`config.mk`:
```
export PLATFORM = sky130hd
export DESIGN_NAME = tjm_ram
export DESIGN_NICKNAME = d
export VERILOG_FILES = /design/src/hw/rtl/tjm_ram.sv
export SDC_FILE = /design/constraint.sdc
export NUM_CORES = 1
export LEC_CHECK = 0
export BUFFER_PORTS_ARGS = -buffer_cell sky130_fd_sc_hd__buf_2
export CAP_MARGIN = 20
export CELL_PAD_IN_SITES_DETAIL_PLACEMENT = 1
export CELL_PAD_IN_SITES_GLOBAL_PLACEMENT = 2
export CORE_MARGIN = 1.5
export CORE_UTILIZATION = 47
export CTS_BUF_LIST = sky130_fd_sc_hd__clkbuf_8
export CTS_CLUSTER_DIAMETER = 100
export CTS_CLUSTER_SIZE = 24
export DETAILED_ROUTE_END_ITERATION = 8
export MAX_ROUTING_LAYER = met4
export PLACE_DENSITY = 0.75
export SLEW_MARGIN = 20
export SYNTH_ARGS = -nofsm -noshare
export SYNTH_HDL_FRONTEND = slang
export SYNTH_SLANG_ARGS = --single-unit
```
`constraint.sdc`:
```
create_clock -name clk -period 2.2 [get_ports clk]
set_clock_uncertainty 0.05 [all_clocks]
set_input_delay 0.33 -clock clk [delete_from_list [all_inputs] [get_ports clk]]
set_output_delay 0.33 -clock clk [all_outputs]
set_load 0.02 [all_outputs]
```
`src/hw/rtl/tjm_ram.sv`:
```
// Generic single-port-write, single-port-read RAM with a registered read.
`timescale 1ns / 1ps

module tjm_ram #(
	parameter int unsigned WIDTH = 8,
	parameter int unsigned DEPTH = 64,
	localparam int unsigned AW = (DEPTH > 1) ? $clog2(DEPTH) : 1
) (
	input  logic             clk,
	input  logic             wr_en,
	input  logic [AW-1:0]    wr_addr,
	input  logic [WIDTH-1:0] wr_data,
	input  logic             rd_en,
	input  logic [AW-1:0]    rd_addr,
	output logic [WIDTH-1:0] rd_data
);

	logic [WIDTH-1:0] mem_q [DEPTH];
	logic [WIDTH-1:0] rd_data_q;

	always_ff @(posedge clk) begin
		if (wr_en) begin
			mem_q[wr_addr] <= wr_data;
		end
		if (rd_en) begin
			rd_data_q <= mem_q[rd_addr];
		end
	end

	assign rd_data = rd_data_q;

endmodule

```
==> results.json <==
{
  "status": "finished, final reports clean",
  "grt_pass1_vias": 10400,
  "yosys.area.top_type": "edfxtp_1",
  "filler_cell_count": 3734,
  "drc": 0,
  "yosysTopAreaCellShare": 0.771,
  "crit_chain": "mux4_2, mux2_4, o221a_2, nor3_2, buf_4, o32ai_1",
  "rsz0062_at_grt": "no",
  "hold_viol": 0,
  "worst-path-buf-inv": 1,
  "power.total_w": 0.0160,
  "drive_gt1_frac": 0.322,
  "design_area_um2": 22500,
  "power.density_nw_per_um2": 710,
  "crit_end": "rd_data[4]",
  "areaGrowthSynthToFinish_pct": 11.1,
  "required_ps": 2560,
  "cp-end-kind": "register",
  "setup_viol": 0,
  "p_leak_nw": 7.14,
  "grt_pass1_wl_mm": 72.8,
  "nets": 1124,
  "cts.clk_slew.worst_paths_ps": 140,
  "start_util": 0.479,
  "track_usage": 0.236,
  "yosysUniqueCellTypes": 39,
  "syn_area_um2": 20200,
  "ys.flop_type": "edfxtp_1",
  "vdd.ir_drop.worst_mv": 0.426,
  "synthMuxAreaShare": 0.159,
  "grt_max_degree": 65,
  "seq_area_frac_synth": 0.771,
  "crit_slowest_cell": "mux4_2",
  "num_io_pins": 31,
  "worstSetupStartpoint": "mem_q[16][4]",
  "worstMarginPinSlew_ps": 1090,
  "cp.depth": 6,
  "synth_xor_area_frac": 0,
  "rr_worst_depth": 6,
  "synthTopCellsByArea": "edfxtp_1, mux4_2, nor2_1, mux2i_1, mux2_2",
  "cts.htree.levels": 1,
  "synth_fa_ha_area_frac": 0,
  "die_w_um": 211,
  "cts_root_buf": "clkbuf_8",
  "setup.worst_path.class": "reg2reg",
  "synth.net_count": 963,
  "tns_ps": 0,
  "r2r_slack_ps": 60,
  "num_vias": 9899,
  "dp_hpwl_mm": 32.3,
  "cap_violations": 0,
  "drt_wl_total_mm": 49.4,
  "start_kind": "register",
  "finalNonFillerCells": 1639,
  "drv_slew": 0,
  "dieArea_um2": 44300,
  "synth-seq-cells": 520,
  "critPathTopFamily": "multiplexers",
  "cp.arrival_ps": 2490,
  "layout_commonest_cell": "edfxtp_1",
  "core_area_um2": 42200,
  "antenna_left": 0,
  "n_antenna_cell": 0,
  "yosysWarningCount": 0,
  "port_buffers": 30,
  "period_needed_ps": 2140,
  "syn_inst": 940,
  "cts.sinks": 520,
  "cp_max_fo": 1,
  "yosys.area_share.simple": 0.0337,
  "synth_top_family_by_area": "multiplexers",
  "grt_antenna_before_repair": 0,
  "period_share": 0.972,
  "die_h_um": 211,
  "rows": 75,
  "placed_cells": 1612,
  "cts_made_buffers": 25,
  "relSlewSlack": 0.274,
  "clock_latency_ps": 640,
  "vias_per_cell": 6.04,
  "final_cell_mix": "edfxtp_1, buf_4, mux4_2, nor2_1, buf_2",
  "drt-wirelength-per-cell_um": 30.1,
  "synth_edf_count": 520,
  "cts_max_path_buffers": 3,
  "gp_congestion": 0.821,
  "timing.fmax_mhz": 467,
  "synth_async_sr_flop_share": 0,
  "crit_path_max_incr_delay_ps": 480,
  "grt_overflow_total": 0,
  "r2r_end": "rd_data[4]",
  "cts_tree": "done",
  "synth_compound_area_frac": 0.0206,
  "place_area_um2": 22100,
  "syn_area_per_cell_um2": 21.5,
  "worst_hold_slack_ps": 134,
  "timing.rr.start": "mem_q[16][4]",
  "hold_path_class": "in2reg",
  "dr.pass1.iters": 5,
  "drtIter0Drc": 1018
}
report_power, final:
part,switching [W],internal (W),total [W]
Clock,0.00275,0.00105,0.00380
Combinational,0.000687,0.000487,0.00117
Sequential,0.0000333,0.0110,0.0110
Total,0.00347,0.0125,0.0160
flip-flops by register name, summed over array words and instances (netlist names):
register / flops
mem_q: 512
rd_data: 8
routing by layer:
layer / share of wire / wire length (µm) / track usage
met1: 0.44 / 21900 / 0.340
met2: 0.49 / 24100 / 0.372
met3: 0.050 / 2480 / 0.0201
met4: 0.021 / 1020 / 0.0534
met5: 0 / 0 / -
timing repair:
| action | 4_1_cts | 5_1_grt |
|---|---|---|
| pin swaps | 1 | 0 |
| buffers inserted | 0 | 0 |
| gates resized for setup | 1 | 3 |
| endpoints found under the setup margin | 1 | 2 |
| gates cloned | 0 | 0 |
| hold buffers | 1 | 0 |
| hold endpoints to repair | 4 | 0 |
area by class of cell:
class                           instances  area, µm²  share of cell area
Clock inverter                          1       8.76            0.000389
Tap cell                              539        674              0.0300
Sequential cell                       520      15600               0.694
Timing Repair Buffer                  185       1520              0.0675
Clock buffer                           25        344              0.0153
Multi-Input combinational cell        369       4340               0.193
Yosys cell counts, types with 3 or more instances:
cell and number:
edfxtp_1 520, buf_1 4, a211oi_1 4, nor2_1 83, o22ai_1 8, clkbuf_1 17, nor3_1 7, a21oi_1 3
nand3b_1 3, nand3_1 13, buf_4 13, buf_6 4, a221oi_1 6, buf_2 11, mux4_2 126, o2111ai_1 3
a22oi_1 3, nor2b_1 14, nand2b_1 7, o221ai_1 8, o2bb2ai_1 3, mux2_2 13, nand2_1 19, mux2i_1 23
kinds of logic after synthesis:
kind of cell | Yosys count
AO/OA/AOI/OAI | 54
buffers and inverters | 51
flip-flops | 520
multiplexers | 162
AND/OR/NAND/NOR | 153
worst reg2reg max path: cells and delay by family (launching register included):
kind                   cells  cell delay, ps
muxes                      2             780
AOI/OAI and AO/OA          2             380
buffers and inverters      1             150
DFF                        1             390
and+or+nand+nor            1             180
per-stage QoR:
stage / setup WS [ps] / utilization
finish: 60.5 / 0.533
floorplan: 13.7 / -
CTS: 9.19 / 0.532
detailed placement: -566 / 0.524
global route: 1.77 / 0.533
global placement: -546 / 0.524
worst min-delay path by stage:
stage / start / end / slack (ps) / cells past startpoint
2_1_floorplan: wr_data[0] / mem_q[0][0] / 380 / 0
3_3_place_gp: rd_en / rd_data[2] / 670 / 1
3_5_place_dp: rd_en / rd_data[2] / 680 / 1
4_1_cts: wr_data[0] / mem_q[39][0] / 130 / 2
5_1_grt: wr_data[6] / mem_q[59][6] / 140 / 1
6_report: wr_data[0] / mem_q[16][0] / 130 / 2
(Power assumes the default switching activity.)
